### config.mk
export PLATFORM = sky130hd
export DESIGN_NAME = worst_fit_block_allocator_flat
export DESIGN_NICKNAME = d
export VERILOG_FILES = /design/src/rtl/core/wfa_pkg.sv /design/src/rtl/core/wfa_req_if.sv /design/src/rtl/core/wfa_rsp_if.sv /design/src/rtl/core/worst_fit_block_allocator.sv /design/src/rtl/core/wfa_ram.sv /design/src/flat_wrapper.sv
export SDC_FILE = /design/constraint.sdc
export NUM_CORES = 1
export LEC_CHECK = 0
export ABC_AREA = 1
export BUFFER_PORTS_ARGS = -buffer_cell sky130_fd_sc_hd__buf_2
export CAP_MARGIN = 20
export CORE_ASPECT_RATIO = 0.8
export CORE_UTILIZATION = 46
export CTS_BUF_LIST = sky130_fd_sc_hd__clkbuf_16
export DETAILED_ROUTE_END_ITERATION = 16
export PLACE_DENSITY = 0.65
export SLEW_MARGIN = 15
export SYNTH_ARGS = -nofsm -noshare
export SYNTH_HDL_FRONTEND = slang
export SYNTH_SLANG_ARGS = --single-unit
### constraint.sdc
create_clock -name i_clk -period 4.6 [get_ports i_clk]
set_clock_uncertainty 0.05 [all_clocks]
set_input_delay 0.92 -clock i_clk [delete_from_list [all_inputs] [get_ports i_clk]]
set_output_delay 0.92 -clock i_clk [all_outputs]
set_load 0.01 [all_outputs]
### src/rtl/core/wfa_pkg.sv
`default_nettype none

package wfa_pkg;

    // widths fixed by the transaction fields
    localparam int unsigned INDEX_W = 5;
    localparam int unsigned SIZE_W  = 16;
    localparam int unsigned COUNT_W = 6;

    typedef logic [0:0]         t_op;
    typedef logic [INDEX_W-1:0] t_index;
    typedef logic [SIZE_W-1:0]  t_size;
    typedef logic [COUNT_W-1:0] t_count;

    localparam t_op OP_LOAD  = 1'b0;
    localparam t_op OP_ALLOC = 1'b1;

endpackage

`default_nettype wire

### src/rtl/core/wfa_req_if.sv
`default_nettype none

interface wfa_req_if;
    import wfa_pkg::*;

    logic   valid;
    logic   ready;
    t_op    operation;
    t_index block_index;
    t_size  size;

    modport source (output valid, output operation, output block_index, output size,
                    input ready);
    modport sink   (input valid, input operation, input block_index, input size,
                    output ready);
endinterface

`default_nettype wire

### src/rtl/core/wfa_rsp_if.sv
`default_nettype none

interface wfa_rsp_if;
    import wfa_pkg::*;

    logic   valid;
    logic   ready;
    logic   found;
    t_index granted_index;
    t_size  fragment;

    modport source (output valid, output found, output granted_index, output fragment,
                    input ready);
    modport sink   (input valid, input found, input granted_index, input fragment,
                    output ready);
endinterface

`default_nettype wire

### src/rtl/core/worst_fit_block_allocator.sv
`default_nettype none

// worst-fit block allocator: keeps a table of block sizes, each with an allocated mark.
// a load transaction (operation 0) writes one entry's size, marks it free and returns
// nothing; a load to an index at or beyond the table is dropped.
// an allocate transaction (operation 1) scans the free entries below block_count
// (saturated to the table depth) and grants the largest one that is at least the
// request, lowest index on a tie, returning found, granted_index and the leftover
// fragment; when nothing fits it returns all zeros and changes no mark.
// with L the scan length (block_count saturated to the table depth), an allocate keeps
// i_req.ready low until its grant is made: the size table sits in a single-port-read
// ram and one comparator walks it one entry per cycle over the L entries, then the last
// entry read is compared, the sequencer hands over to the grant state and the grant
// follows; with L zero nothing is read.
// the result sits in an output register, so a new transaction can be taken while it
// waits; a grant stalls only if an earlier result has not yet been taken, and the
// block stays busy for as long as that stall lasts.
// entry sizes are undefined after reset and must be loaded before they are scanned;
// the allocated marks clear on reset. block_count is written via i_cfg_we/i_cfg_wdata
// by the user, only while the block is idle; the block itself does not enforce this.

module worst_fit_block_allocator #(
    parameter int unsigned NUM_BLOCKS = 32
) (
    input  wire logic            i_clk,
    input  wire logic            i_rst_n,
    input  wire logic            i_cfg_we,
    input  wire wfa_pkg::t_count i_cfg_wdata,
    wfa_req_if.sink              i_req,
    wfa_rsp_if.source            o_rsp
);
    import wfa_pkg::*;

    // a load can reach index 31 and a scan index 62 at most, so deeper entries are idle
    localparam int unsigned DEPTH = (NUM_BLOCKS < 64) ? NUM_BLOCKS : 64;
    localparam int unsigned AW    = (DEPTH > 1) ? $clog2(DEPTH) : 1;
    localparam int unsigned CW    = $clog2(DEPTH + 1);

    // sequencer codes
    localparam logic [1:0] S_IDLE   = 2'd0;
    localparam logic [1:0] S_SCAN   = 2'd1;
    localparam logic [1:0] S_FINISH = 2'd2;

    // control
    logic [1:0]       r_state, n_state;
    t_count           r_block_count;
    logic [DEPTH-1:0] r_marks;
    logic [CW-1:0]    r_addr;       // next entry to read
    logic [CW-1:0]    r_limit;      // scan length
    logic             r_rd_pend;    // ram data for r_rd_idx arrives this cycle
    logic             r_have;       // a candidate has been found
    logic             r_out_valid;

    // payload
    t_size            r_req;
    logic [AW-1:0]    r_rd_idx;
    logic             r_rd_mark;
    logic [AW-1:0]    r_best;
    t_size            r_best_size;
    logic             r_found;
    t_index           r_gidx;
    t_size            r_frag;

    // ram hookup
    logic             ram_we;
    logic [AW-1:0]    ram_waddr;
    t_size            ram_rdata;

    logic             req_xact;
    logic             rsp_xact;
    logic             load_hit;
    logic             issue;
    logic             fits;
    logic             better;
    logic             out_free;
    logic [CW-1:0]    limit_sat;

    assign req_xact = i_req.valid && i_req.ready;
    assign rsp_xact = r_out_valid && o_rsp.ready;
    assign out_free = !r_out_valid || o_rsp.ready;

    // load writes go straight into the table in the accept cycle
    assign load_hit  = (32'(i_req.block_index) < DEPTH);
    assign ram_we    = req_xact && (i_req.operation == OP_LOAD) && load_hit;
    assign ram_waddr = AW'(i_req.block_index);

    // saturate the scan length to the table depth
    assign limit_sat = (32'(r_block_count) > DEPTH) ? CW'(DEPTH) : CW'(r_block_count);

    // the one comparator pair: fits the request, beats the current best
    assign issue  = (r_state == S_SCAN) && (r_addr < r_limit);
    assign fits   = !r_rd_mark && (ram_rdata >= r_req);
    assign better = !r_have || (ram_rdata > r_best_size);

    wfa_ram #(
        .WIDTH (SIZE_W),
        .DEPTH (DEPTH)
    ) u_sizes (
        .i_clk   (i_clk),
        .i_we    (ram_we),
        .i_waddr (ram_waddr),
        .i_wdata (i_req.size),
        .i_raddr (r_addr[AW-1:0]),
        .o_rdata (ram_rdata)
    );

    assign i_req.ready = (r_state == S_IDLE);

    assign o_rsp.valid         = r_out_valid;
    assign o_rsp.found         = r_found;
    assign o_rsp.granted_index = r_gidx;
    assign o_rsp.fragment      = r_frag;

    // sequencer
    always_comb begin
        n_state = r_state;
        unique case (r_state)
            S_IDLE: begin
                if (req_xact && (i_req.operation == OP_ALLOC)) begin
                    n_state = S_SCAN;
                end
            end
            S_SCAN: begin
                // all entries issued and the last read compared
                if (!issue && !r_rd_pend) begin
                    n_state = S_FINISH;
                end
            end
            S_FINISH: begin
                if (out_free) begin
                    n_state = S_IDLE;
                end
            end
            default: begin
                n_state = S_IDLE;
            end
        endcase
    end

    // control registers
    always_ff @(posedge i_clk) begin
        if (!i_rst_n) begin
            r_state       <= S_IDLE;
            r_block_count <= '0;
            r_marks       <= '0;
            r_addr        <= '0;
            r_limit       <= '0;
            r_rd_pend     <= 1'b0;
            r_have        <= 1'b0;
            r_out_valid   <= 1'b0;
        end else begin
            r_state <= n_state;

            if (i_cfg_we) begin
                r_block_count <= i_cfg_wdata;
            end

            if (ram_we) begin
                r_marks[ram_waddr] <= 1'b0;
            end

            if (req_xact) begin
                r_addr  <= '0;
                r_limit <= limit_sat;
                r_have  <= 1'b0;
            end

            r_rd_pend <= issue;
            if (issue) begin
                r_addr <= r_addr + CW'(1);
            end

            if (r_rd_pend && fits && better) begin
                r_have <= 1'b1;
            end

            // grant: mark the winner and publish the transaction
            if ((r_state == S_FINISH) && out_free) begin
                r_out_valid <= 1'b1;
                if (r_have) begin
                    r_marks[r_best] <= 1'b1;
                end
            end else if (rsp_xact) begin
                r_out_valid <= 1'b0;
            end
        end
    end

    // payload registers
    always_ff @(posedge i_clk) begin
        if (req_xact) begin
            r_req <= i_req.size;
        end

        if (issue) begin
            r_rd_idx  <= r_addr[AW-1:0];
            r_rd_mark <= r_marks[r_addr[AW-1:0]];
        end

        // strict greater keeps the lowest index on equal sizes
        if (r_rd_pend && fits && better) begin
            r_best      <= r_rd_idx;
            r_best_size <= ram_rdata;
        end

        if ((r_state == S_FINISH) && out_free) begin
            r_found <= r_have;
            r_gidx  <= r_have ? t_index'(r_best) : '0;
            r_frag  <= r_have ? (r_best_size - r_req) : '0;
        end
    end

endmodule

`default_nettype wire

### src/rtl/core/wfa_ram.sv
`default_nettype none

module wfa_ram #(
    parameter int unsigned WIDTH = 16,
    parameter int unsigned DEPTH = 32
) (
    input  wire logic                                   i_clk,
    input  wire logic                                   i_we,
    input  wire logic [(DEPTH > 1 ? $clog2(DEPTH) : 1)-1:0] i_waddr,
    input  wire logic [WIDTH-1:0]                       i_wdata,
    input  wire logic [(DEPTH > 1 ? $clog2(DEPTH) : 1)-1:0] i_raddr,
    output logic      [WIDTH-1:0]                       o_rdata
);

    logic [WIDTH-1:0] r_mem [DEPTH];
    logic [WIDTH-1:0] r_rdata;

    always_ff @(posedge i_clk) begin
        if (i_we) begin
            r_mem[i_waddr] <= i_wdata;
        end
        r_rdata <= r_mem[i_raddr];
    end

    assign o_rdata = r_rdata;

endmodule

`default_nettype wire
### src/flat_wrapper.sv
// flat-port wrapper written by rule: the top's interface ports become plain ports
module worst_fit_block_allocator_flat import wfa_pkg::*;
#(
    parameter int unsigned NUM_BLOCKS = 32
)
  (i_clk, i_rst_n, i_cfg_we, i_cfg_wdata, i_req_valid, i_req_operation, i_req_block_index, i_req_size, i_req_ready, o_rsp_valid, o_rsp_found, o_rsp_granted_index, o_rsp_fragment, o_rsp_ready);
  wfa_req_if i_req_i ();
  wfa_rsp_if o_rsp_i ();
  input  wire logic i_clk;
  input  wire logic i_rst_n;
  input  wire logic i_cfg_we;
  input  wire wfa_pkg::t_count i_cfg_wdata;
  input wire logic [$bits(i_req_i.valid)-1:0] i_req_valid;
  input wire logic [$bits(i_req_i.operation)-1:0] i_req_operation;
  input wire logic [$bits(i_req_i.block_index)-1:0] i_req_block_index;
  input wire logic [$bits(i_req_i.size)-1:0] i_req_size;
  output wire logic [$bits(i_req_i.ready)-1:0] i_req_ready;
  output wire logic [$bits(o_rsp_i.valid)-1:0] o_rsp_valid;
  output wire logic [$bits(o_rsp_i.found)-1:0] o_rsp_found;
  output wire logic [$bits(o_rsp_i.granted_index)-1:0] o_rsp_granted_index;
  output wire logic [$bits(o_rsp_i.fragment)-1:0] o_rsp_fragment;
  input wire logic [$bits(o_rsp_i.ready)-1:0] o_rsp_ready;
  assign i_req_i.valid = i_req_valid;
  assign i_req_i.operation = i_req_operation;
  assign i_req_i.block_index = i_req_block_index;
  assign i_req_i.size = i_req_size;
  assign i_req_ready = i_req_i.ready;
  assign o_rsp_valid = o_rsp_i.valid;
  assign o_rsp_found = o_rsp_i.found;
  assign o_rsp_granted_index = o_rsp_i.granted_index;
  assign o_rsp_fragment = o_rsp_i.fragment;
  assign o_rsp_i.ready = o_rsp_ready;
  worst_fit_block_allocator #(.NUM_BLOCKS(NUM_BLOCKS)) u_core (.i_clk(i_clk), .i_rst_n(i_rst_n), .i_cfg_we(i_cfg_we), .i_cfg_wdata(i_cfg_wdata), .i_req(i_req_i), .o_rsp(o_rsp_i));
endmodule
=== Word-level counts from Yosys, hierarchy flattened ===
Memories as Yosys holds them, arrays and structs flattened. A register that Yosys moved wholly into a read port is not among the register bits.
Index checks and enable logic that the tools add are counted.

* Latch bits: 0
* Memory bits (writable): 512
* Logic and storage cells: 84
* Memories: 1
* Bits in registers: 120
* Bits of input ports: 33
* ROM bits: 0

* Div/mod/pow operators: 0
* Reductions and logical operators: 24
* Equality and inequality tests: 5
* Multiply operators: 0
* Magnitude comparators: 9
* Mux-type cells: 23
* Bitwise logic cells: 4
* $add $sub $neg: 2
* Shifts and indexed selects: 0

{| class="wikitable"
|+ Memory list
! name !! depth !! bits a word !! read ports !! clocked after Yosys merged registers in !! write ports !! RTL line !! source
|-
| u_core.u_sizes.r_mem || 32 || 16 || 1 || 1 || 1 || wfa_ram.sv:15 || <nowiki>logic [WIDTH-1:0] r_mem [DEPTH];</nowiki>
|}

{| class="wikitable"
|+ Operator list
! operator !! count
|-
| 32-bit two-way mux || 4
|-
| 32-bit AND || 1
|-
| 32-bit NOT || 1
|-
| 32-bit bitwise OR || 1
|-
| 5-bit by 6-bit < comparator with 1-bit output (second input constant) || 3
|-
| 6-bit two-way mux || 3
|-
| 16-bit greater-or-equal comparator || 1
|-
| 16-bit greater-than comparator || 1
|-
| 16-bit subtractor || 1
|-
| 1-bit logical AND || 12
|-
| 1-bit demux with 5-bit select || 2
|-
| 5-bit by 1-bit greater-or-equal comparator with 1-bit output (second input constant) || 2
|-
| 1-bit two-way mux || 9
|-
| 6-bit by 1-bit adder with 6-bit output (second input constant) || 1
|-
| 6-bit greater-than comparator (second input constant) || 1
|-
| 6-bit < comparator || 1
|-
| 2-bit two-way mux || 3
|-
| 2-bit case mux with 3 select lines || 1
|-
| 2-bit nonzero test || 3
|-
| 1-bit binary-select mux with 5-bit select || 1
|-
| 1-bit zero test || 5
|-
| 2-bit inequality test (second input constant) || 2
|-
| 3-bit AND reduction || 1
|-
| 2-bit by 1-bit equality test with 1-bit output (second input constant) || 1
|-
| other kinds (5) || 6
|}

=== Logic depth before layout (Yosys ltp) ===
Gate-level depths: netlist (run 1).

* Word-level depth: 11
* Gate-level depth with buffers: 15

=== By module ===
From an unflattened synthesis (run 1), not the netlist that was laid out.

* Cells, all modules: 2,531
* Area, all modules: 27,681.5 um^2

{| class="wikitable"
|+ Modules (own cells, without submodules)
! module !! cells each !! area each (um^2) !! seq. area each (um^2) !! times used
|-
| wfa_ram || 1,794 || 21,301.7 || 15,695.1 || 1
|-
| worst_fit_block_allocator || 737 || 6,379.9 || 3,052.9 || 1
|}

=== Worst setup path before layout (run 1) ===
No wires, ideal clock.

* Path type: input -> register
* From: in i_req_valid
* To: mem u_core.u_sizes.r_mem[28][0], enable pin
* Arrival time: 2.218 ns
* Path buffers: 0
* Setup time: 0.389 ns
* Stages: 4
* Setup slack: 1.943 ns
* Path through: nand2_2 -> nor2_1 -> nand4_1 -> nor2_1

* Word-level cells in the longest chain between the ends: 4

{| class="wikitable"
|+ Ends and longest elaborated chain
! item !! RTL line !! source
|-
| from (decl) || flat_wrapper.sv:13 || <nowiki>input wire logic [$bits(i_req_i.valid)-1:0] i_req_valid;</nowiki>
|-
| 1-bit logical AND || worst_fit_block_allocator.sv:78 || <nowiki>assign req_xact = i_req.valid && i_req.ready;</nowiki>
|-
| 1-bit logical AND || worst_fit_block_allocator.sv:84 || <nowiki>assign ram_we = req_xact && (i_req.operation == OP_LOAD) && load_hit;</nowiki>
|-
| 1-bit two-way mux || wfa_ram.sv:19 || <nowiki>if (i_we) begin</nowiki>
|-
| 1-bit two-way mux (not written as such) || wfa_ram.sv:20 || <nowiki>r_mem[i_waddr] <= i_wdata;</nowiki>
|-
| to (decl) || wfa_ram.sv:15 ||
|}

Every way passes these cells.

==> out/summary.md, run 1 <==
At the pin with the least slew margin, the transition time is 0.9962 ns. The most common library cell in the layout ignoring fill and taps was sky130_fd_sc_hd__edfxtp_1. The per-cell routed wire length came out at 22.57 µm. The dominant register cell in the synthesized netlist is sky130_fd_sc_hd__edfxtp_1. Entering global routing, the biggest net connects 170 pins.

The setup TNS is 0 ns, and the clock transition at the registers of the reported paths is 0.06 ns. The final-report max-slew violation count is 0, and the post-synthesis cell count is 2286. The share of layout cells above drive strength 1 came out at 8.972%. Detailed-placement wirelength estimate: 41.86 mm. Relative to the synthesized area, the layout overhead comes to 10.66%. The largest individual stage delay along the critical path comes from the cell sky130_fd_sc_hd__buf_4.

Hold repair after CTS inserted 0 buffers. The layout has 4897 filler cells. Count of different cell masters after synthesis: 39.

Hold path startpoint: u_core.r_rd_idx[1]$_DFFE_PP_. A synthesized cell averages 11.69 µm². The number of clock buffers added by TritonCTS is 58. The die is 217.6 µm tall.

Yosys printed 0 warnings. The root buffer selected by CTS was sky130_fd_sc_hd__clkbuf_16. The first detailed-routing pass ran for 6 iterations.

The type of the tightest min-delay check was flop to flop. Met2 usage in global routing: 36.19%. Dividing total power by cell area gives a power density of 399.3 mW/mm².

Startpoint type of the worst setup path: a flop. Derived from the worst setup path, the maximum achievable clock frequency is 0.3352 GHz. The number of synthesized register bits was 648; the post-synthesis sequential area ratio was 70.16%.

The final layout net count was 2402. Setup repair after global routing left no endpoint under its margin. The number of cells on the worst hold path is 0. The tool flagged a number of max-cap violations equal to 0. The final critical path takes up 64.86% of the cycle. The endpoint class of the critical path is a flop. The number of flops mapped to enable cells by yosys came out at 577. The count of endpoints failing setup in the final report is 0, and the count of endpoints failing hold in the final timing report is 0. The number of buffer cells added on primary ports was 56; the number of rows in the core area was 78. For the worst-skew pair, the clock arrives at the later sink with an insertion delay of 0.63 ns.

For the core region area, the log shows 0.05699 mm². The worst setup path is of the flop to flop kind. The total area of sequential cells is 0.01876 mm², and the headroom to the max-slew limit is 33.58%.

The logs give 104.9 mm for the wire length of the first global-routing pass and 34.53% for the global routing usage on met1. In this run the cell area measured after placement is 0.02769 mm². The tools report the number of global-route vias before repair as 16970.

The number of buffer and inverter stages on the critical path came out at 2. The final instance area is 0.02957 mm². The placer's final routability congestion estimate is 0.8989. The smallest clock period supported by the final layout is computed as 2.984 ns. In this run the number of H-tree levels came out at 2. met2 is the most crowded layer. Power comes to 11.81 mW. In the layout the commonest cells are 577 x sky130_fd_sc_hd__edfxtp_1, 411 x sky130_fd_sc_hd__nor2_1, 345 x sky130_fd_sc_hd__o21ai_0.

When the netlist entered floorplanning its net count stood at 2373. Using the TritonRoute via totals, the vias-per-cell ratio works out to 5.810. TritonCTS built the clock tree. The logs give 0 for the number of antenna violations at the first check in global routing and 57 for the count of boundary I/O pins. The tree built by TritonCTS fans out to 648 sinks.

The worst path arrival time was 3.51 ns. The leakage component of the power was 10.34 nW; the number of DRC violations after detailed-routing iteration 0 was 2264. The endpoint of the most critical register-to-register path is u_core.u_sizes.o_rdata[10]$_DFF_P_. The combined area of the multi-input logic cells was 0.007018 mm².

Traced cell by cell, the critical path runs through inv_6, buf_4, o21ai_0, o22ai_1, o21ai_1, o22ai_1, nand2_1, nand2_1. The number of nets still failing antenna checks after routing is 0. For the worst setup path, the data required time is 5.12 ns. The routed wire length is 70.47 mm, and the worst IR drop on VDD is 341.7 µV.

The share of flip-flops with an asynchronous set or reset is 0%, and the peak fanout along the critical path is 85. Detailed-route via count: 18140. The die is 271.5 µm wide. The run gives 23.73% as the aggregate global-route resource usage. The critical path's largest stage delay came out at 0.57 ns. The core utilization of the finished layout is 51.88%, and the deepest clock path buffer count is 3. The number of gates resized after CTS was 0. The repair_antennas step left the layout with diodes totalling 0. In this run the post-CTS setup repair buffer count came out at 0. In this run the register-to-register setup slack is 1.62 ns.

The path with the worst hold slack has its endpoint at u_core.r_best[1]$_DFFE_PP_. For this run, global-route usage on met3 was measured as 5.010%. In the routed design, unresolved DRC markers number 0. The tools report the post-synth design cell area as 0.02672 mm². The flow ran to the end, and the final reports show no timing, DRC or antenna violations. The critical path crosses 8 cells after its start point. The number of cells on the worst reg-to-reg path is 8. Kind of cell adding the most delay to the critical path: buffers and inverters.

The tools report the area of the die as 0.05907 mm². Global routing finished with a remaining overflow of 0. Once the floorplan was initialized, standard cells occupied 46.89% of the core. The startpoint of the worst register-to-register path was u_core.r_addr[0]$_SDFFE_PN0P_.
## logic make-up (layout without fill, tap and decap cells)
| group | Yosys count | in the layout | synth area share (%) |
|---|---|---|---|
| and+or+nand+nor | 712 | 712 | 10.53 |
| DFF | 648 | 648 | 70.16 |
| AOI/OAI and AO/OA | 646 | 646 | 12.91 |
| buffers and inverters | 223 | 300 | 3.741 |
| adders and majority gates | 54 | 54 | 2.556 |
| xor gates and xnor gates | 3 | 3 | 0.09834 |
## synthesized netlist by cell type, types with 3 or more instances
| library cell | instances | share of area (%) |
|---|---|---|
| sky130_fd_sc_hd__a211oi_1 | 6 | 0.17 |
| sky130_fd_sc_hd__a21o_1 | 3 | 0.084 |
| sky130_fd_sc_hd__a21oi_1 | 87 | 1.6 |
| sky130_fd_sc_hd__buf_1 | 7 | 0.098 |
| sky130_fd_sc_hd__buf_2 | 18 | 0.34 |
| sky130_fd_sc_hd__buf_4 | 13 | 0.37 |
| sky130_fd_sc_hd__buf_6 | 11 | 0.46 |
| sky130_fd_sc_hd__clkbuf_1 | 70 | 0.98 |
| sky130_fd_sc_hd__clkbuf_2 | 7 | 0.13 |
| sky130_fd_sc_hd__dfxtp_1 | 71 | 5.3 |
| sky130_fd_sc_hd__edfxtp_1 | 577 | 65 |
| sky130_fd_sc_hd__ha_1 | 53 | 2.5 |
| sky130_fd_sc_hd__inv_1 | 91 | 1.3 |
| sky130_fd_sc_hd__inv_2 | 4 | 0.056 |
| sky130_fd_sc_hd__nand2_1 | 208 | 2.9 |
| sky130_fd_sc_hd__nand3_1 | 46 | 0.86 |
| sky130_fd_sc_hd__nand4_1 | 4 | 0.094 |
| sky130_fd_sc_hd__nor2_1 | 428 | 6.0 |
| sky130_fd_sc_hd__nor3_1 | 15 | 0.28 |
| sky130_fd_sc_hd__nor3_2 | 3 | 0.11 |
| sky130_fd_sc_hd__o21ai_0 | 345 | 6.5 |
| sky130_fd_sc_hd__o21ai_1 | 61 | 1.1 |
| sky130_fd_sc_hd__o21bai_1 | 3 | 0.084 |
| sky130_fd_sc_hd__o22ai_1 | 134 | 3.1 |
## cell type report
class	instances	share of cell area, %
flip-flops and latches	648	63.43
clock buffers	60	5.077
well taps	760	3.216
multi-input cells	1415	23.73
repair buffers	95	2.048
clock inverters	48	1.240
inverters	97	1.257
## registers in the layout, summed over array words and instances (netlist names)
register and cells:
u_core.u_sizes.r_mem 512, u_core.o_rsp.fragment 16, u_core.o_rsp.valid 1, u_core.r_best 5, u_core.r_limit 6, u_core.o_rsp.granted_index 5, u_core.r_req 16, u_core.r_rd_mark 1
u_core.r_rd_pend 1, u_core.r_have 1, u_core.r_block_count 6, u_core.r_best_size 16, u_core.r_state 2, u_core.u_sizes.o_rdata 16, u_core.r_addr 6, u_core.r_marks 32
u_core.r_rd_idx 5, u_core.o_rsp.found 1
## per-layer routing
metal | up-vias | part of all wire, %
li1 | 8306 | -
met1 | 8785 | 43
met2 | 947 | 45
met3 | 106 | 11
met4 | 0 | 2.1
met5 | - | 0
## worst max path at each step
stage | endpoint | from | slack [ns]
5_1_grt | u_core.u_sizes.o_rdata[14]$_DFF_P_ | u_core.r_addr[0]$_SDFFE_PN0P_ | 1.38
3_5_place_dp | u_core.u_sizes.r_mem[4][3]$_DFFE_PP_ | i_req_valid | 1.35
6_report | u_core.u_sizes.o_rdata[10]$_DFF_P_ | u_core.r_addr[0]$_SDFFE_PN0P_ | 1.62
3_3_place_gp | u_core.u_sizes.r_mem[4][14]$_DFFE_PP_ | i_req_valid | 1.40
2_1_floorplan | u_core.u_sizes.r_mem[28][0]$_DFFE_PP_ | i_req_valid | 1.94
4_1_cts | u_core.u_sizes.o_rdata[14]$_DFF_P_ | u_core.r_addr[0]$_SDFFE_PN0P_ | 1.69
## stage by stage
stage                     hold slack (ns)  cells  setup WS (ns)
after global routing               0.3773   3123          1.376
after floorplan                    0.3503   2286          1.943
after global placement             0.3517   3014          1.401
after CTS                          0.3710   3122          1.690
final                              0.3689   3123          1.616
after detailed placement           0.3557   3014          1.354
## power by group
part,switching (mW),internal [mW]
Combinational,0.414,0.136
Clock,2.13,2.64
Sequential,0.0332,6.45
Total,2.58,9.23
Power figures use the tool's default switching activity.
==> run 2, diff against run 1 <==
Settings changed: ABC_AREA 1 to 0, PLACE_DENSITY 0.65 to 0.67.
Clock period 4.6 ns to 2.7 ns, I/O delays scaled along.
==> out/summary.md, run 2 <==
At the worst endpoint, the required time is 3.02 ns. Setup repair after global routing left no endpoint under its margin. The count of instances resized after the clock tree is built was 0. The run finished with clean final reports.

At the pin with the least slew margin, the transition time is 0.7909 ns. STA classifies the critical path endpoint as a flop. The pre-antenna-repair detailed-routing pass consisted of 5 iterations. After Yosys synthesis, and, or, nand and nor cells account for 4.286% of the synthesized area. Synthesis produced 1374 cells. The number of cells on the worst hold path is 2, and the peak fanout along the critical path is 3.

Setup violations remaining at the end of the flow were counted as 0. The kind of cell adding the most delay to the critical path was adder cells. The final-report max-slew violation count is 0. Counting distinct cell types in the post-synthesis netlist gives 57. The run gives 86.20 mm as the wire length of the first global-routing pass. The Yosys step of the flow raised 0 warnings.

The total congestion overflow was 0; the maximum clock rate was 0.3976 GHz. The number of global-route vias before repair is 13440, and the post-detailed-placement cell area is 0.02812 mm². The tools report the core region area as 0.05559 mm². The adder-cell area share of the yosys netlist works out to 2.627%. STA classifies the critical path startpoint as a flop. The tools report the deepest clock path buffer count as 3. The type of the worst setup path was flop to flop. The library cells used most frequently in the layout, excluding fill and tap cells, are 577 x sky130_fd_sc_hd__edfxtp_1, 170 x sky130_fd_sc_hd__mux4_2, 67 x sky130_fd_sc_hd__dfxtp_1. The power density over cell area works out to 657.1 mW/mm². In this run the number of cells on the critical path is 8.

Once detailed placement completed, the half-perimeter wirelength came to 35.24 mm. Ratio of routed vias to standard cells: 5.763. Measured against its own limit, the worst slew margin works out to 47.28%. Count of endpoints failing hold in the final timing report: 0.

For the final layout net count, the log shows 1591. In the post-synthesis netlist, the biggest area contributors are sky130_fd_sc_hd__edfxtp_1 67%, sky130_fd_sc_hd__mux4_2 15%, sky130_fd_sc_hd__dfxtp_1 5.5%. The later pin in the worst-skew pair is clocked with a latency of 0.64 ns. Entering global routing, the biggest net connects 38 pins. The share of layout cells above drive strength 1 works out to 28.66%. Counting flops with a built-in enable in the synthesized netlist gives 577.

The congestion estimate from routability-driven global placement came to 0.8130. The startpoint of the worst register-to-register path is u_core.r_req[0]$_DFFE_PP_. The number of synthesized register bits was 648; the leakage component of the power was 9.613 nW. The synthesized netlist devotes 3.103% of its cell area to compound gates. The number of nets still failing antenna checks after routing was 0; the portion of netlist area occupied by mux cells was 15.80%.

The reg-to-reg setup timing slack was 0.18 ns. The number of hold buffers added after CTS was 0. For the number of buffers added by the clock tree synthesis step, the log shows 58. The main combinational cell family by area after synthesis is multiplexers. The x dimension of the die was 267.9 µm; the share of flip-flops with an asynchronous set or reset was 0%. IR analysis of the VDD net gives a maximum drop of 696.4 µV. The clock transition at the registers of the reported paths is 0.07 ns. For this block, the initial DRC count from the detailed router was 1201. The repair_antennas step left the layout with diodes totalling 0. Port buffering added 56 buffers. The register with the most flip-flops in the layout has 512 of them.

The run gives 1461 as the number of nets in the synthesized netlist. Largest register by flop count: u_core.u_sizes.r_mem. After detailed routing, the average wire length per cell comes to 24.80 µm. The root buffer selected by CTS was sky130_fd_sc_hd__clkbuf_16.

Count of boundary I/O pins: 57. Among all stages on the critical path, the largest delay is contributed by sky130_fd_sc_hd__fa_1. The worst path arrival time is 2.83 ns. The library cell used most frequently in the layout, excluding fill and tap cells, is sky130_fd_sc_hd__edfxtp_1. For hold timing, the worst endpoint is u_core.r_have$_SDFFE_PN0P_. The area added between synthesis and finish is 15.30%, and the number of antenna violations at the first check in global routing is 7.

The number of rows in the core area was 77. The leading area contributor after synthesis was sky130_fd_sc_hd__edfxtp_1. Across every metal layer, demand over resource in global routing totals 20.51%. For the max-cap check violation count, the log shows 0. TritonCTS built the clock tree. Clock tree synthesis found a total of 648 sinks. The H-tree was split into 2 levels. The endpoint of the most critical register-to-register path was u_core.o_rsp.fragment[14]$_SDFFCE_PN0P_. The cell area that synthesis handed to floorplanning was 0.02601 mm². Of the synthesized area, sequential elements account for 72.08%. The proportion of netlist area held by the largest area contributor is 66.62%.

The finished layout holds 2299 standard cells, fillers aside. The worst path uses 93.15% of the clock period. In the final layout, the registers with the most flip-flops are u_core.u_sizes.r_mem x512, u_core.r_marks x32. The xor/xnor cell area share of the yosys netlist is 0.2357%, and the detailed-route DRC error count is 0. The number of setup buffers added after CTS is 0.

The most common cell in the synthesized netlist is sky130_fd_sc_hd__edfxtp_1. The critical path contains buffers and inverters numbering 0 combined. The logs give 46.79% for the initial cell density of the core and 13250 for the detailed-route via count.

In this design, the stage delay of the slowest critical-path cell is 0.47 ns. Traced cell by cell, the critical path runs through ha_1, fa_1, nand2b_1, a21oi_1, nor4b_1, nor2_1, a311oi_1, mux2i_1. The number of cells traversed by the worst register-to-register path was 8; the number of cells in the design after placement was 2194. In the synthesized netlist the dominant register cell turns out to be sky130_fd_sc_hd__edfxtp_1. The tightest min-delay check is of the input pin to flop type.

The floorplan step set the die height to 214.7 µm. The floorplan step defined a die boundary enclosing 0.05750 mm². In the synthesized netlist, the cells that appear most often are 577 x sky130_fd_sc_hd__edfxtp_1, 170 x sky130_fd_sc_hd__mux4_2, 75 x sky130_fd_sc_hd__nor2_1. Hold path startpoint: i_rst_n.

The smallest clock period supported by the final layout is computed as 2.515 ns. For this block, the routed nets add up to 57.02 mm of wire. A synthesized cell averages 18.93 µm². With fillers left out, the area of the finished cells amounts to 0.02999 mm².
[run 2: changes by cell type after synthesis, sizes merged, moves of 51 or more]
cell | previous run | this run
inv | 95 | 44
mux4 | 0 | 170
nand2 | 210 | 40
nor2 | 429 | 75
o21ai | 406 | 43
o22ai | 134 | 1
[run 2: worst max-delay path by stage]
stage | startpoint | to | slack, ns
finish | u_core.r_req[0]$_DFFE_PP_ | u_core.o_rsp.fragment[14]$_SDFFCE_PN0P_ | 0.18
global placement | i_req_valid | u_core.u_sizes.r_mem[17][8]$_DFFE_PP_ | 0.05
detailed placement | i_req_valid | u_core.u_sizes.r_mem[17][8]$_DFFE_PP_ | 0.04
CTS | u_core.r_req[1]$_DFFE_PP_ | u_core.o_rsp.fragment[13]$_SDFFCE_PN0P_ | 0.11
floorplan | i_req_valid | u_core.u_sizes.r_mem[17][0]$_DFFE_PP_ | -0.10
global route | u_core.r_req[1]$_DFFE_PP_ | u_core.o_rsp.fragment[13]$_SDFFCE_PN0P_ | 0.03
[run 2: cell families after synthesis]
kind of cell               after synthesis
AOI/OAI and AO/OA                      140
xor gates and xnor gates                 7
adders and majority gates               54
buffers and inverters                  109
DFF                                    648
muxes                                  196
and+or+nand+nor                        220
[run 2: per-layer routing]
metal  vias up  routed length [µm]  GRT usage (%)
met5         -                  37              0
met4         6                1171          5.371
met3        87                4622          4.490
met2       480               24730          29.24
met1      6879               26460          31.87
li1       5798                   -              -
[run 2: layout make-up]
class | instances | area, µm²
clock buffer | 58 | 1451
clock inverter | 47 | 416.7
fill | 4308 | 25600
inverter | 45 | 168.9
multi-input combinational | 617 | 6877
sequential | 648 | 18760
tap | 750 | 938.4
timing repair buffer | 134 | 1379
[run 2: per-stage QoR]
| step | hold slack, ns | setup TNS, ns | utilization (%) | setup WS, ns | power [mW] |
|---|---|---|---|---|---|
| 4_1_cts | 0.06617 | 0 | 53.94 | 0.1147 | 19.88 |
| 5_1_grt | 0.09601 | 0 | 53.95 | 0.03401 | 20.31 |
| 2_1_floorplan | 0.3503 | -28.95 | - | -0.1031 | 11.50 |
| 6_report | 0.1030 | 0 | 53.95 | 0.1849 | 19.71 |
| 3_3_place_gp | 0.3512 | 0 | 50.58 | 0.05399 | 11.78 |
| 3_5_place_dp | 0.3616 | 0 | 50.58 | 0.03931 | 11.80 |
[run 2: where the power goes]
group          internal [mW]  leakage, nW  switching (mW)  total, mW
clock network           4.49        0.916            3.64       8.13
registers               11.0         5.79          0.0285       11.0
logic                  0.199         2.91           0.391      0.590
total                   15.6         9.61            4.06       19.7
==> run 3, diff against run 2 <==
Clock period 2.7 ns to 2.1 ns, I/O delays scaled along.
==> out/summary.md, run 3 (same netlist as run 2, synthesis figures left out) <==
Data arrives at the worst endpoint at 2.78 ns. At the later pin of the worst-skew pair, clock insertion delay measures 0.63 ns. In the routed layout, each cell is associated on average with a via count of 5.787. The H-tree was split into 2 levels. Setup repair after global routing could not meet its margin everywhere. The number of antenna violations at the first check in global routing is 0, and the placer's final routability congestion estimate is 0.8404. For this design the top-level I/O count stands at 57.

TritonCTS built the clock tree. The register with the most flip-flops in the layout has 512 of them. X dimension of the die: 267.9 µm. The share of layout cells above drive strength 1 was 38.68%; the number of cells on the worst hold path was 3.

Entering global routing, the biggest net connects 55 pins. In the finished design, the share of the clock period the worst path needs comes to 111.0%. TritonCTS created 58 clock buffers. The tools report the detailed-route DRC error count as 0.

The endpoint of the most critical register-to-register path was u_core.u_sizes.o_rdata[1]$_DFF_P_. The run gives 2.55 ns as the required time of the critical path. The largest registers in the layout are u_core.u_sizes.r_mem x512, u_core.r_marks x32. Global routing consumed, over all layers together, 22.70% of the routing resources.

The library cells used most frequently in the layout, excluding fill and tap cells, are 577 x sky130_fd_sc_hd__edfxtp_1, 170 x sky130_fd_sc_hd__mux4_2, 97 x sky130_fd_sc_hd__buf_4. STA classifies the critical path endpoint as a flop. The post-detailed-placement cell area was 0.02928 mm²; the count of endpoints failing setup in the final report was 146. The run gives 672.5 µV as the worst IR drop on VDD. The count of endpoints failing hold in the final timing report was 0. Setup TNS: -9.377 ns. The hold path startpoint was i_cfg_wdata[5].

The power density over cell area came out at 783.3 mW/mm². After legalization and detailed placement, the total HPWL measured 39.32 mm. After the first detailed-routing iteration, the DRC count stood at 1392. By startpoint and endpoint, the worst setup path is classified as flop to flop. The final reports fail on negative setup slack.

The clock period minus final worst setup slack is 2.331 ns, and the area added between synthesis and finish is 23.42%. Final-report max-slew violation count: 0. The leakage component of the power was 10.49 nW; the maximum clock rate was 0.4290 GHz. During placement, the flow inserted port buffers numbering 56. Max-cap violations in this run came to 0. Largest register by flop count: u_core.u_sizes.r_mem. The detailed router placed 14050 vias in this run. The total area inside the core boundary comes to 0.05559 mm². The initial cell density of the core was 46.79%. The library cell used most frequently in the layout, excluding fill and tap cells, is sky130_fd_sc_hd__edfxtp_1. Termination of the worst setup path: u_core.u_sizes.o_rdata[1]$_DFF_P_. For this run the aggregate overflow at the end of global routing stands at 0. Wires add up to 64.14 mm. The number of filler cells placed in the layout is 4010, and the final layout net count is 1717. In this run the critical register-to-register path is launched from u_core.r_addr[0]$_SDFFE_PN0P_.

The slack of the critical path is -0.2309 ns, and the measured slew at the worst slew-check pin is 0.7236 ns. The worst setup path is launched from a flop. The run gives 94.03 mm as the wire length of the first global-routing pass. Across all register-to-register paths, the minimum setup slack is -0.23 ns.

From bottom edge to top edge, the die measures 214.7 µm. Dividing the detail-routed wire length by the instance count gives 26.42 µm. The flow ran to the end, but the final reports show violations. The antenna diode instance count came out at 0.

The number of rows in the core area is 77, and the first-pass iteration count of the detailed router is 7. The tools report the area of the die as 0.05750 mm². After clock tree synthesis, the clock-pin slew on the worst setup and hold paths is 0.06 ns. The logs give 51.76% for the headroom to the max-slew limit and 0 for the number of nets still failing antenna checks after routing. For this design, the sink count on the clock tree is 648. The clock passes through at most 3 buffers. In this run the worst path has a maximum fanout of 8. The most critical setup path has its startpoint at u_core.r_addr[0]$_SDFFE_PN0P_.

The run gives 14340 as the number of global-route vias before repair. In this run the worst hold path is classified as input pin to flop. The finished cells cover 0.03210 mm².

The root buffer selected by CTS was sky130_fd_sc_hd__clkbuf_16. The number of cells on the worst reg-to-reg path is 5.
[run 3: changes by cell type in the layout (fill, tap and decap cells not counted), moves of 8 or more]
cell | previous run | this run
sky130_fd_sc_hd__buf_12 | 41 | 60
sky130_fd_sc_hd__buf_4 | 37 | 97
sky130_fd_sc_hd__buf_6 | 0 | 25
sky130_fd_sc_hd__clkinv_1 | 24 | 16
sky130_fd_sc_hd__dfxtp_1 | 67 | 56
sky130_fd_sc_hd__ha_1 | 53 | 37
sky130_fd_sc_hd__ha_4 | 0 | 15
sky130_fd_sc_hd__inv_2 | 1 | 12
sky130_fd_sc_hd__nor2_2 | 32 | 10
sky130_fd_sc_hd__nor2_4 | 0 | 26
[run 3: area by class of cell]
type	instances	area (µm²)	area share (%)
Timing Repair Buffer	260	2912	9.070
Clock inverter	48	272.8	0.8497
Sequential cell	648	18790	58.52
Tap cell	750	938.4	2.923
Multi-Input combinational cell	617	7515	23.41
Clock buffer	60	1501	4.677
Inverter	45	175.2	0.5457
[run 3: worst min-delay path by stage]
stage	to
after detailed placement	u_core.r_best[4]$_DFFE_PP_
after global routing	u_core.r_block_count[4]$_SDFFE_PN0P_
final	u_core.r_block_count[5]$_SDFFE_PN0P_
after CTS	u_core.r_block_count[5]$_SDFFE_PN0P_
after floorplan	u_core.r_best[0]$_DFFE_PP_
after global placement	u_core.r_best[2]$_DFFE_PP_
[run 3: metal layers]
layer	vias to the layer above	global-route usage, %	routed length (µm)	part of all wire, %
li1	6073	-	-	-
met1	7326	31.76	26750	42
met2	564	35.55	30500	48
met3	87	5.926	5577	8.7
met4	0	5.714	1312	2.0
met5	-	0	0	0
[run 3: where the power goes]
| part | total, mW | switching (mW) | internal, mW |
|---|---|---|---|
| combinational | 1.01 | 0.601 | 0.408 |
| clock | 10.0 | 4.61 | 5.40 |
| sequential | 14.1 | 0.0430 | 14.1 |
| total | 25.1 | 5.25 | 19.9 |
[run 3: timing repair]
| action | CTS | global route |
|---|---|---|
| setup endpoints to repair | 381 | 400 |
| gates resized for setup | 102 | 55 |
| hold endpoints to repair | 5 | 0 |
| pin swaps | 31 | 32 |
| setup buffers | 23 | 15 |
| hold buffers | 5 | 0 |
| cloned | 7 | 4 |
[run 3: metrics by stage]
| stage | cells | utilization, % | hold WS, ns | setup slack (ns) | power, mW |
|---|---|---|---|---|---|
| after detailed placement | 2278 | 52.67 | 0.3580 | -0.3427 | 15.30 |
| after floorplan | 1374 | - | 0.3503 | -0.2972 | 14.83 |
| after global routing | 2428 | 57.75 | 0.03821 | -0.2632 | 25.90 |
| after global placement | 2278 | 52.67 | 0.3526 | -0.3270 | 15.26 |
| final | 2428 | 57.75 | 0.03402 | -0.2309 | 25.14 |
| after CTS | 2417 | 57.21 | 0.001032 | -0.2442 | 25.27 |
[run 3: critical path: stages (launching register included)]
cell and delay, ns:
sky130_fd_sc_hd__dfxtp_4 0.37, sky130_fd_sc_hd__buf_12 0.17, sky130_fd_sc_hd__buf_6 0.18, sky130_fd_sc_hd__mux4_2 0.53, sky130_fd_sc_hd__mux4_2 0.58, sky130_fd_sc_hd__mux2_2 0.30
